--- src/hdl/soc_pkg.sv ---
`default_nettype none

package soc_pkg;

   localparam int ROW_MAX        = 32;
   localparam int INDEX_BITS     = 20;
   localparam int VALUE_BITS     = 32;
   localparam int VAR_BITS       = 8;
   localparam int THETA_BITS     = 17;
   localparam int FRAC_BITS      = 16;
   localparam int ADDR_BITS      = $clog2(ROW_MAX);
   localparam int CNT_BITS       = $clog2(ROW_MAX + 1);
   localparam int SCALE_BITS     = VALUE_BITS + 1;
   localparam int PROD_BITS      = SCALE_BITS + THETA_BITS + 1;
   localparam int CSR_INDEX_BITS = 2;

   localparam logic [CSR_INDEX_BITS-1:0] CSR_METHOD        = 2'd0;
   localparam logic [CSR_INDEX_BITS-1:0] CSR_USE_VARIABLES = 2'd1;
   localparam logic [CSR_INDEX_BITS-1:0] CSR_THETA         = 2'd2;

   localparam logic                  METHOD_RESET = 1'b1;
   localparam logic [THETA_BITS-1:0] THETA_RESET  = 17'd16384;

   typedef struct packed {
      logic                  method;
      logic                  use_variables;
      logic [THETA_BITS-1:0] theta;
   } soc_cfg_type;

   typedef struct packed {
      logic [INDEX_BITS-1:0] column;
      logic [VALUE_BITS-1:0] value;
      logic                  match;
   } soc_entry_type;

   typedef struct packed {
      logic                 wr_en;
      logic [ADDR_BITS-1:0] wr_addr;
      soc_entry_type        wr_data;
      logic                 rd_en;
      logic [ADDR_BITS-1:0] rd_addr;
   } soc_mem_req_type;

   typedef enum logic [2:0] {
      ST_IDLE,
      ST_START,
      ST_SCAN,
      ST_MULT,
      ST_KEEP_RD,
      ST_KEEP_EV,
      ST_FLUSH
   } soc_state_type;

endpackage

`default_nettype wire

--- src/hdl/soc_row_buf.sv ---
`default_nettype none

module soc_row_buf (
   input  wire logic                     clock,
   input  wire soc_pkg::soc_mem_req_type mem_req,
   output soc_pkg::soc_entry_type        rd_data
);

   soc_pkg::soc_entry_type mem [soc_pkg::ROW_MAX];
   soc_pkg::soc_entry_type rd_data_ff;

   always_ff @(posedge clock) begin
      if (mem_req.wr_en) begin
         mem[mem_req.wr_addr] <= mem_req.wr_data;
      end
      if (mem_req.rd_en) begin
         rd_data_ff <= mem[mem_req.rd_addr];
      end
   end

   assign rd_data = rd_data_ff;

endmodule

`default_nettype wire

--- src/hdl/soc_engine.sv ---
`default_nettype none

module soc_engine (
   input  wire logic                                  clock,
   input  wire logic                                  reset,
   input  wire soc_pkg::soc_cfg_type                  cfg,
   input  wire logic                                  req_valid,
   output logic                                       req_stall,
   input  wire logic [soc_pkg::INDEX_BITS-1:0]        req_row_index,
   input  wire logic [soc_pkg::INDEX_BITS-1:0]        req_column,
   input  wire logic signed [soc_pkg::VALUE_BITS-1:0] req_value,
   input  wire logic [soc_pkg::VAR_BITS-1:0]          req_row_variable,
   input  wire logic [soc_pkg::VAR_BITS-1:0]          req_column_variable,
   input  wire logic                                  req_last_in_row,
   input  wire logic                                  req_empty_row,
   output logic                                       rsp_valid,
   input  wire logic                                  rsp_stall,
   output logic [soc_pkg::INDEX_BITS-1:0]             rsp_out_column,
   output logic signed [soc_pkg::VALUE_BITS-1:0]      rsp_out_value,
   output logic                                       rsp_entry_valid,
   output logic                                       rsp_last_of_row,
   output logic                                       rsp_row_overflow,
   output soc_pkg::soc_mem_req_type                   mem_req,
   input  wire soc_pkg::soc_entry_type                rd_data
);

   localparam int CB = soc_pkg::CNT_BITS;
   localparam int AB = soc_pkg::ADDR_BITS;
   localparam int IB = soc_pkg::INDEX_BITS;
   localparam int VB = soc_pkg::VALUE_BITS;
   localparam int SB = soc_pkg::SCALE_BITS;
   localparam int PB = soc_pkg::PROD_BITS;
   localparam int FB = soc_pkg::FRAC_BITS;

   soc_pkg::soc_state_type state_ff, state_in;
   logic [CB-1:0]          cnt_ff, cnt_in;
   logic [CB-1:0]          addr_ff, addr_in;
   logic                   diag_ff, diag_in;
   logic [VB-1:0]          dval_ff, dval_in;
   logic [IB-1:0]          col0_ff, col0_in;
   logic                   ovf_ff, ovf_in;
   logic                   inflight_ff, inflight_in;
   logic                   have_ff, have_in;
   logic signed [SB-1:0]   scale_ff, scale_in;
   logic signed [PB-1:0]   prod_ff, prod_in;
   logic                   pend_valid_ff, pend_valid_in;
   logic [IB-1:0]          pend_col_ff, pend_col_in;
   logic [VB-1:0]          pend_val_ff, pend_val_in;
   logic                   rsp_valid_ff, rsp_valid_in;
   logic [IB-1:0]          rsp_col_ff, rsp_col_in;
   logic [VB-1:0]          rsp_val_ff, rsp_val_in;
   logic                   rsp_entry_ff, rsp_entry_in;
   logic                   rsp_last_ff, rsp_last_in;
   logic                   rsp_ovf_ff, rsp_ovf_in;

   logic                          out_free;
   logic                          accept;
   logic [CB-1:0]                 first;
   logic signed [SB-1:0]          v33;
   logic signed [SB-1:0]          cand;
   logic signed [PB-1:0]          lhs;
   logic signed [soc_pkg::THETA_BITS:0] theta_s;
   logic                          qual;
   logic                          neg;
   logic                          better;
   logic                          keep;
   logic                          is_diag;

   always_comb begin
      out_free  = !rsp_valid_ff || !rsp_stall;
      req_stall = (state_ff != soc_pkg::ST_IDLE) || !out_free;
      accept    = req_valid && !req_stall;
      first     = cfg.method ? CB'(1) : {{(CB-1){1'b0}}, diag_ff};
      is_diag   = (req_column == req_row_index);
      v33       = {rd_data.value[VB-1], rd_data.value};
      cand      = cfg.method ? -v33 : v33;
      lhs       = {{(PB-SB-FB){cand[SB-1]}}, cand, {FB{1'b0}}};
      theta_s   = {1'b0, cfg.theta};
      qual      = cfg.method || !cfg.use_variables || rd_data.match;
      neg       = diag_ff && dval_ff[VB-1];
      better    = (cfg.method || neg) ? (cand > scale_ff) : (cand < scale_ff);
      if (cfg.method) begin
         keep = lhs >= prod_ff;
      end else if (neg) begin
         keep = qual && (lhs > prod_ff);
      end else begin
         keep = qual && (lhs < prod_ff);
      end
   end

   always_comb begin
      state_in      = state_ff;
      cnt_in        = cnt_ff;
      addr_in       = addr_ff;
      diag_in       = diag_ff;
      dval_in       = dval_ff;
      col0_in       = col0_ff;
      ovf_in        = ovf_ff;
      inflight_in   = inflight_ff;
      have_in       = have_ff;
      scale_in      = scale_ff;
      prod_in       = prod_ff;
      pend_valid_in = pend_valid_ff;
      pend_col_in   = pend_col_ff;
      pend_val_in   = pend_val_ff;
      rsp_valid_in  = rsp_valid_ff && rsp_stall;
      rsp_col_in    = rsp_col_ff;
      rsp_val_in    = rsp_val_ff;
      rsp_entry_in  = rsp_entry_ff;
      rsp_last_in   = rsp_last_ff;
      rsp_ovf_in    = rsp_ovf_ff;

      mem_req                 = '0;
      mem_req.wr_addr         = cnt_ff[AB-1:0];
      mem_req.wr_data.column  = req_column;
      mem_req.wr_data.value   = req_value;
      mem_req.wr_data.match   = (req_row_variable == req_column_variable);
      mem_req.rd_addr         = addr_ff[AB-1:0];

      unique case (state_ff)
         soc_pkg::ST_IDLE: begin
            if (accept) begin
               if (req_empty_row) begin
                  if (cnt_ff != '0) begin
                     state_in = soc_pkg::ST_START;
                  end else begin
                     rsp_valid_in = 1'b1;
                     rsp_col_in   = '0;
                     rsp_val_in   = '0;
                     rsp_entry_in = 1'b0;
                     rsp_last_in  = 1'b1;
                     rsp_ovf_in   = 1'b0;
                  end
               end else begin
                  if (cnt_ff == '0) begin
                     diag_in = is_diag;
                     dval_in = is_diag ? req_value : '0;
                     col0_in = req_column;
                  end
                  if (cnt_ff < CB'(soc_pkg::ROW_MAX)) begin
                     mem_req.wr_en = 1'b1;
                     cnt_in        = cnt_ff + CB'(1);
                  end else begin
                     ovf_in = 1'b1;
                  end
                  if (req_last_in_row) begin
                     state_in = soc_pkg::ST_START;
                  end
               end
            end
         end
         soc_pkg::ST_START: begin
            addr_in       = first;
            inflight_in   = 1'b0;
            have_in       = 1'b0;
            pend_valid_in = cfg.method || diag_ff;
            pend_col_in   = col0_ff;
            pend_val_in   = diag_ff ? dval_ff : '0;
            state_in      = soc_pkg::ST_SCAN;
         end
         soc_pkg::ST_SCAN: begin
            if (addr_ff < cnt_ff) begin
               mem_req.rd_en = 1'b1;
               addr_in       = addr_ff + CB'(1);
               inflight_in   = 1'b1;
            end else begin
               inflight_in = 1'b0;
               if (!inflight_ff) begin
                  state_in = soc_pkg::ST_MULT;
               end
            end
            if (inflight_ff && qual && (!have_ff || better)) begin
               scale_in = cand;
               have_in  = 1'b1;
            end
         end
         soc_pkg::ST_MULT: begin
            prod_in  = scale_ff * theta_s;
            addr_in  = first;
            state_in = have_ff ? soc_pkg::ST_KEEP_RD : soc_pkg::ST_FLUSH;
         end
         soc_pkg::ST_KEEP_RD: begin
            if (addr_ff < cnt_ff) begin
               mem_req.rd_en = 1'b1;
               addr_in       = addr_ff + CB'(1);
               state_in      = soc_pkg::ST_KEEP_EV;
            end else begin
               state_in = soc_pkg::ST_FLUSH;
            end
         end
         soc_pkg::ST_KEEP_EV: begin
            if (!keep) begin
               state_in = soc_pkg::ST_KEEP_RD;
            end else if (!pend_valid_ff) begin
               pend_valid_in = 1'b1;
               pend_col_in   = rd_data.column;
               pend_val_in   = rd_data.value;
               state_in      = soc_pkg::ST_KEEP_RD;
            end else if (out_free) begin
               rsp_valid_in = 1'b1;
               rsp_col_in   = pend_col_ff;
               rsp_val_in   = pend_val_ff;
               rsp_entry_in = 1'b1;
               rsp_last_in  = 1'b0;
               rsp_ovf_in   = ovf_ff;
               pend_col_in  = rd_data.column;
               pend_val_in  = rd_data.value;
               state_in     = soc_pkg::ST_KEEP_RD;
            end
         end
         soc_pkg::ST_FLUSH: begin
            if (out_free) begin
               rsp_valid_in  = 1'b1;
               rsp_col_in    = pend_valid_ff ? pend_col_ff : '0;
               rsp_val_in    = pend_valid_ff ? pend_val_ff : '0;
               rsp_entry_in  = pend_valid_ff;
               rsp_last_in   = 1'b1;
               rsp_ovf_in    = ovf_ff;
               pend_valid_in = 1'b0;
               cnt_in        = '0;
               ovf_in        = 1'b0;
               diag_in       = 1'b0;
               dval_in       = '0;
               state_in      = soc_pkg::ST_IDLE;
            end
         end
         default: begin
            state_in = soc_pkg::ST_IDLE;
         end
      endcase
   end

   always_ff @(posedge clock) begin
      if (reset) begin
         state_ff      <= soc_pkg::ST_IDLE;
         cnt_ff        <= '0;
         diag_ff       <= 1'b0;
         dval_ff       <= '0;
         ovf_ff        <= 1'b0;
         inflight_ff   <= 1'b0;
         have_ff       <= 1'b0;
         scale_ff      <= '0;
         pend_valid_ff <= 1'b0;
         rsp_valid_ff  <= 1'b0;
      end else begin
         state_ff      <= state_in;
         cnt_ff        <= cnt_in;
         diag_ff       <= diag_in;
         dval_ff       <= dval_in;
         ovf_ff        <= ovf_in;
         inflight_ff   <= inflight_in;
         have_ff       <= have_in;
         scale_ff      <= scale_in;
         pend_valid_ff <= pend_valid_in;
         rsp_valid_ff  <= rsp_valid_in;
      end
   end

   always_ff @(posedge clock) begin
      addr_ff     <= addr_in;
      col0_ff     <= col0_in;
      prod_ff     <= prod_in;
      pend_col_ff <= pend_col_in;
      pend_val_ff <= pend_val_in;
      rsp_col_ff  <= rsp_col_in;
      rsp_val_ff  <= rsp_val_in;
      rsp_entry_ff <= rsp_entry_in;
      rsp_last_ff <= rsp_last_in;
      rsp_ovf_ff  <= rsp_ovf_in;
   end

   assign rsp_valid        = rsp_valid_ff;
   assign rsp_out_column   = rsp_col_ff;
   assign rsp_out_value    = rsp_val_ff;
   assign rsp_entry_valid  = rsp_entry_ff;
   assign rsp_last_of_row  = rsp_last_ff;
   assign rsp_row_overflow = rsp_ovf_ff;

   // fill count never passes the buffer depth
   a_cnt_bound: assert property (@(posedge clock) disable iff (reset)
      cnt_ff <= CB'(soc_pkg::ROW_MAX))
      else $error("row fill count above buffer depth");

   // dropped entries only once the buffer is full
   a_ovf_full: assert property (@(posedge clock) disable iff (reset)
      ovf_ff |-> (cnt_ff == CB'(soc_pkg::ROW_MAX)))
      else $error("overflow flagged with room left in buffer");

   // no held word survives into the fill phase
   a_pend_idle: assert property (@(posedge clock) disable iff (reset)
      (state_ff == soc_pkg::ST_IDLE) |-> !pend_valid_ff)
      else $error("pending word left over after row close");

   // keep pass only runs with a row scale
   a_keep_scale: assert property (@(posedge clock) disable iff (reset)
      (state_ff == soc_pkg::ST_KEEP_EV) |-> have_ff)
      else $error("keep test without row scale");

   // row close always ends in a last word
   a_flush_last: assert property (@(posedge clock) disable iff (reset)
      ((state_ff == soc_pkg::ST_FLUSH) && out_free) |=> (rsp_valid_ff && rsp_last_ff))
      else $error("row close did not produce a last word");

endmodule

`default_nettype wire

--- src/hdl/amg_strength_of_connection_top.sv ---
// Strength-of-connection filter: takes one sparse row at a time, one nonzero per input
// word, diagonal first, the row closed by last_in_row or by an empty_row word. Entries
// are written into a 32-deep row buffer at one word per cycle while req_stall is low.
// After the row closes, input is stalled while the row is processed: a start step, a
// scan pass over the buffered entries that finds the row scale, a multiply step for
// scale times theta, then a keep pass that reads each entry from the buffer and then
// tests it, and a final step that closes the row; the keep pass and the final step wait
// while the result side stalls. Kept words leave through a one-word output register,
// the last word of each row carries last_of_row, and rows longer than 32 entries drop
// the extra entries and flag row_overflow on every word of that row. Configuration
// writes are taken on any cycle and must only be issued while the block is idle.

`default_nettype none

module amg_strength_of_connection_top (
   input  wire logic                                      clock,
   input  wire logic                                      reset,
   input  wire logic                                      csr_valid,
   output logic                                           csr_ready,
   input  wire logic [soc_pkg::CSR_INDEX_BITS-1:0]        csr_index,
   input  wire logic [soc_pkg::THETA_BITS-1:0]            csr_data,
   input  wire logic                                      req_valid,
   output logic                                           req_stall,
   input  wire logic [soc_pkg::INDEX_BITS-1:0]            req_row_index,
   input  wire logic [soc_pkg::INDEX_BITS-1:0]            req_column,
   input  wire logic signed [soc_pkg::VALUE_BITS-1:0]     req_value,
   input  wire logic [soc_pkg::VAR_BITS-1:0]              req_row_variable,
   input  wire logic [soc_pkg::VAR_BITS-1:0]              req_column_variable,
   input  wire logic                                      req_last_in_row,
   input  wire logic                                      req_empty_row,
   output logic                                           rsp_valid,
   input  wire logic                                      rsp_stall,
   output logic [soc_pkg::INDEX_BITS-1:0]                 rsp_out_column,
   output logic signed [soc_pkg::VALUE_BITS-1:0]          rsp_out_value,
   output logic                                           rsp_entry_valid,
   output logic                                           rsp_last_of_row,
   output logic                                           rsp_row_overflow
);

   soc_pkg::soc_cfg_type     cfg_ff, cfg_in;
   soc_pkg::soc_mem_req_type mem_req;
   soc_pkg::soc_entry_type   rd_data;

   assign csr_ready = 1'b1;

   always_comb begin
      cfg_in = cfg_ff;
      if (csr_valid && csr_ready) begin
         unique case (csr_index)
            soc_pkg::CSR_METHOD:        cfg_in.method        = csr_data[0];
            soc_pkg::CSR_USE_VARIABLES: cfg_in.use_variables = csr_data[0];
            soc_pkg::CSR_THETA:         cfg_in.theta         = csr_data;
            default: begin
               cfg_in = cfg_ff;
            end
         endcase
      end
   end

   always_ff @(posedge clock) begin
      if (reset) begin
         cfg_ff.method        <= soc_pkg::METHOD_RESET;
         cfg_ff.use_variables <= 1'b0;
         cfg_ff.theta         <= soc_pkg::THETA_RESET;
      end else begin
         cfg_ff <= cfg_in;
      end
   end

   soc_row_buf u_row_buf (
      .clock   (clock),
      .mem_req (mem_req),
      .rd_data (rd_data)
   );

   soc_engine u_engine (
      .clock               (clock),
      .reset               (reset),
      .cfg                 (cfg_ff),
      .req_valid           (req_valid),
      .req_stall           (req_stall),
      .req_row_index       (req_row_index),
      .req_column          (req_column),
      .req_value           (req_value),
      .req_row_variable    (req_row_variable),
      .req_column_variable (req_column_variable),
      .req_last_in_row     (req_last_in_row),
      .req_empty_row       (req_empty_row),
      .rsp_valid           (rsp_valid),
      .rsp_stall           (rsp_stall),
      .rsp_out_column      (rsp_out_column),
      .rsp_out_value       (rsp_out_value),
      .rsp_entry_valid     (rsp_entry_valid),
      .rsp_last_of_row     (rsp_last_of_row),
      .rsp_row_overflow    (rsp_row_overflow),
      .mem_req             (mem_req),
      .rd_data             (rd_data)
   );

endmodule

`default_nettype wire

--- config.mk ---
export PLATFORM = sky130hd
export DESIGN_NAME = amg_strength_of_connection_top
export DESIGN_NICKNAME = d
export VERILOG_FILES = /design/src/hdl/soc_pkg.sv /design/src/hdl/soc_row_buf.sv /design/src/hdl/soc_engine.sv /design/src/hdl/amg_strength_of_connection_top.sv
export SDC_FILE = /design/constraint.sdc
export NUM_CORES = 2
export LEC_CHECK = 0
export ABC_AREA = 1
export BUFFER_PORTS_ARGS = -buffer_cell sky130_fd_sc_hd__buf_2
export CORE_MARGIN = 2
export CORE_UTILIZATION = 35
export CTS_CLUSTER_SIZE = 12
export DETAILED_ROUTE_END_ITERATION = 8
export GPL_ROUTABILITY_DRIVEN = 0
export PLACE_DENSITY = 0.52
export SLEW_MARGIN = 5
export SYNTH_ARGS = -nofsm -noshare
export SYNTH_HDL_FRONTEND = slang
export SYNTH_SLANG_ARGS = --single-unit
--- constraint.sdc ---
create_clock -name clock -period 8.9 [get_ports clock]
set_input_delay 1.78 -clock clock [delete_from_list [all_inputs] [get_ports clock]]
set_output_delay 1.78 -clock clock [all_outputs]
set_load 0.02 [all_outputs]
==> impl_metrics.py <==
metrics = {
    "sta": {
        "tns_ns": 0,
        "slew_headroom_pct": 12.88,
        "worstMarginPinSlew_ns": 1.305,
        "fmax_ghz": 0.1448,
        "report.final.slew_viol_count": 0,
        "holdWs_ns": 0.4571,
        "fin_crit_sh_pct": 77.62,
        "setup_viol": 0,
        "hold_violations": 0,
        "clock_skew_ns": 0.1292,
        "finalCriticalPeriod_ns": 6.908,
        "rsz0062_at_grt": "false",
    },
    "clock_network": {
        "clockBufferDepth": 4,
        "numCtsBuffers": 219,
        "tritoncts": "yes",
        "cts_setup_buffers": 0,
        "clock_latency_ns": 0.93,
        "cts_resized": 0,
        "clk_pin_slew_ns": 0.06,
        "hold_buffers": 0,
        "cts.htree.levels": 4,
        "clock-root-buffer": "clkbuf_16",
        "cts.sinks": 2032,
    },
    "synth": {
        "seq_area_frac_synth_pct": 59.42,
        "synth_fp_nets": 9756,
        "synth_top_area_share_pct": 57.46,
        "muxShareOfSynthArea_pct": 0.03097,
        "synth_fa_ha_area_share_pct": 13.09,
        "ys_ff_latch": 2032,
        "synth_xor_area_share_pct": 0.8844,
        "yosysWarningCount": 0,
        "yosysUniqueCellTypes": 49,
        "yosys.area_share.simple_pct": 9.848,
        "ys.flop_type": "edfxtp_1",
        "synth_top_family_by_area": "adder cells",
        "synth_edf_count": 1933,
        "yosysTopAreaCell": "edfxtp_1",
        "netlist_instances": 8907,
        "synthArstFlopShare_pct": 0,
        "avgSynthCellArea_sq_um": 11.34,
        "synth_compound_area_share_pct": 10.30,
        "ys_top_cells_by_area": "edfxtp_1 (57%), fa_1 (11%), o21ai_0 (4.8%)",
        "netlist_area_sq_um": 101000,
    },
    "worst_setup_path": {
        "critPathCaptureType": "flop",
        "arrival_ns": 7.56,
        "r2r_slack_ns": 1.99,
        "critPathMaxFanout": 19,
        "cp-endpoint": "u_engine.prod_ff[24]$_DFFE_PN_",
        "crit_type": "flop to flop",
        "worstPathCellList": "nand2_1 -> inv_1 -> fa_1 -> inv_1 -> fa_1 -> inv_1 -> ha_1 -> fa_1 -> fa_1 -> inv_1 -> fa_1 -> inv_1 -> ha_1 -> nand2_1 -> nor2_1 -> a21oi_1 -> inv_1 -> a31oi_1 -> o21bai_1 -> a21oi_1 -> nor2_1 -> nor2_1 -> xnor2_1",
        "r2r_cells": 23,
        "startpoint": "u_engine.scale_ff[3]$_SDFFE_PP0P_",
        "slowest_delay_ns": 1.01,
        "crit_top_cell": "inv_1",
        "cp_slowest_cell": "dfxtp_1",
        "r2r_start": "u_engine.scale_ff[3]$_SDFFE_PP0P_",
        "cp-start-kind": "flop",
        "rr_endpoint": "u_engine.prod_ff[24]$_DFFE_PN_",
        "cp.required_ns": 9.55,
    },
    "die": {
        "initial_core_util_pct": 35.12,
        "fp.coreArea_sq_um": 287700,
        "die_x_um": 541.2,
        "rows": 197,
        "io_pins": 172,
        "dieArea_sq_um": 292900,
        "die_h_um": 541.2,
    },
    "status": {
        "status": "finished clean",
    },
    "finish": {
        "drive_gt1_share_pct": 7.320,
        "layout_commonest_cell": "edfxtp_1",
        "area_delta_synth_final_pct": 11.77,
        "layout_common_cells": "edfxtp_1 (1933), inv_1 (1167), nor2_1 (1135)",
        "instances_no_fill": 12870,
        "design_area_sq_um": 112900,
        "layout.nets": 9752,
        "fin_util_pct": 39.25,
        "fillers": 27340,
    },
    "grt": {
        "grt-ovfl-total": 0,
        "grt_max_degree": 193,
        "grt_pass1_vias": 68470,
        "track_usage_pct": 21.66,
        "antenna_found_initial": 32,
        "grt_pass1_wl_um": 469800,
    },
    "detailed_routing": {
        "via_count": 69030,
        "routed_wl_um": 323900,
        "drc": 0,
        "drt-initial-drc-count": 7106,
        "post_drt_wl_per_cell_um": 25.17,
        "via_per_inst": 5.365,
        "antenna_left": 0,
        "first_pass_iters": 6,
    },
    "pwr": {
        "power_density_nw_per_um2": 249.5,
        "ir_drop_mv": 0.3745,
        "leakage_nw": 42.71,
    },
    "min_path": {
        "min_path_type": "flop to flop",
        "min_path_cells": 2,
    },
    "job": {
        "max_cap_violations": 0,
    },
    "placement": {
        "portBuffers": 170,
        "dp.cells": 12460,
        "dp.final_hpwl_um": 188500,
        "placed_cell_area_sq_um": 106200,
    },
}
synth_stat cells, types with 3 or more instances:
master / number
a211oi_1: 4
a21boi_0: 3
a21o_1: 4
a21oi_1: 227
a221oi_1: 53
a31oi_1: 36
a32oi_1: 49
and3_1: 3
buf_1: 43
buf_2: 27
buf_4: 3
clkbuf_1: 465
clkinv_1: 4
dfxtp_1: 99
edfxtp_1: 1933
fa_1: 536
ha_1: 199
inv_1: 1172
inv_2: 3
nand2_1: 1063
nand3_1: 183
nand4_1: 19
nor2_1: 1170
nor3_1: 52
nor3b_1: 4
nor4_1: 15
o211ai_1: 5
o21a_1: 9
o21ai_0: 974
o21ai_1: 3
o21bai_1: 5
o221ai_1: 157
o22ai_1: 258
or2_2: 6
xnor2_1: 41
xor2_1: 61
worst min path at each step:
| stage | start | slack (ns) | end |
|---|---|---|---|
| CTS | u_engine.ovf_ff$_SDFFE_PP0P_ | 0.46 | u_engine.ovf_ff$_SDFFE_PP0P_ |
| detailed placement | u_engine.ovf_ff$_SDFFE_PP0P_ | 0.45 | u_engine.ovf_ff$_SDFFE_PP0P_ |
| global route | u_engine.dval_ff[5]$_SDFFE_PP0P_ | 0.49 | u_engine.dval_ff[5]$_SDFFE_PP0P_ |
| global placement | u_engine.ovf_ff$_SDFFE_PP0P_ | 0.45 | u_engine.ovf_ff$_SDFFE_PP0P_ |
| finish | u_engine.ovf_ff$_SDFFE_PP0P_ | 0.46 | u_engine.ovf_ff$_SDFFE_PP0P_ |
| floorplan | u_engine.ovf_ff$_SDFFE_PP0P_ | 0.43 | u_engine.ovf_ff$_SDFFE_PP0P_ |
metrics by stage:
step | worst slack (ns) | total power, W
floorplan | 1.555 | 0.01650
global placement | 2.021 | 0.01956
detailed placement | 2.049 | 0.01967
CTS | 2.099 | 0.02830
global route | 1.700 | 0.02942
finish | 1.992 | 0.02817
cell families (layout without fill, tap and decap cells):
kind of cell,Yosys count,in the layout
compound gates,1792,1792
buf+inv,1717,1881
simple gates,2525,2525
fa+ha+maj,735,735
other cells,1,15
flops,2032,2032
xor+xnor,102,102
mux,3,3
routing by layer:
| layer | part of all wire, % | vias to the layer above | GRT usage (%) |
|---|---|---|---|
| li1 | - | 30420 | - |
| met1 | 42 | 35320 | 29.35 |
| met2 | 47 | 2786 | 35.78 |
| met3 | 7.7 | 508 | 3.587 |
| met4 | 2.9 | 6 | 6.167 |
| met5 | 0.012 | - | 0 |
state kept, by name (all words and copies together), names as in the netlist, 19 cells and up:
register                 flops
u_row_buf.mem             1696
u_row_buf.rd_data           53
u_engine.prod_ff            51
u_engine.scale_ff           33
u_engine.dval_ff            32
u_engine.pend_val_ff        32
u_engine.rsp_out_value      32
u_engine.col0_ff            20
u_engine.pend_col_ff        20
u_engine.rsp_out_column     20
cfg_ff                      19
area by class of cell:
class	instances	area [sq um]	area share (%)
sequential	2032	60040	53.18
multi-input combinational	5158	34790	30.81
clock buffer	294	5853	5.184
tap	3781	4731	4.190
inverter	1179	4459	3.950
timing repair buffer	313	2187	1.937
clock inverter	95	810.8	0.7181
antenna	14	35.03	0.03103
report_power, final:
group          internal (W)  total (W)  switching, W
Combinational       0.00215    0.00816       0.00602
Clock               0.00484    0.00866       0.00383
Sequential           0.0111     0.0113      0.000282
Total                0.0180     0.0282        0.0101
critical path: cells and delay by family (launching register included):
kind / cells / cell delay [ns]
simple gates: 5 / 0.82
flops: 1 / 1.01
buf+inv: 6 / 0.55
compound gates: 4 / 1.22
fa+ha+maj: 7 / 2.88
xor+xnor: 1 / 0.26
(Power assumes the default switching activity.)
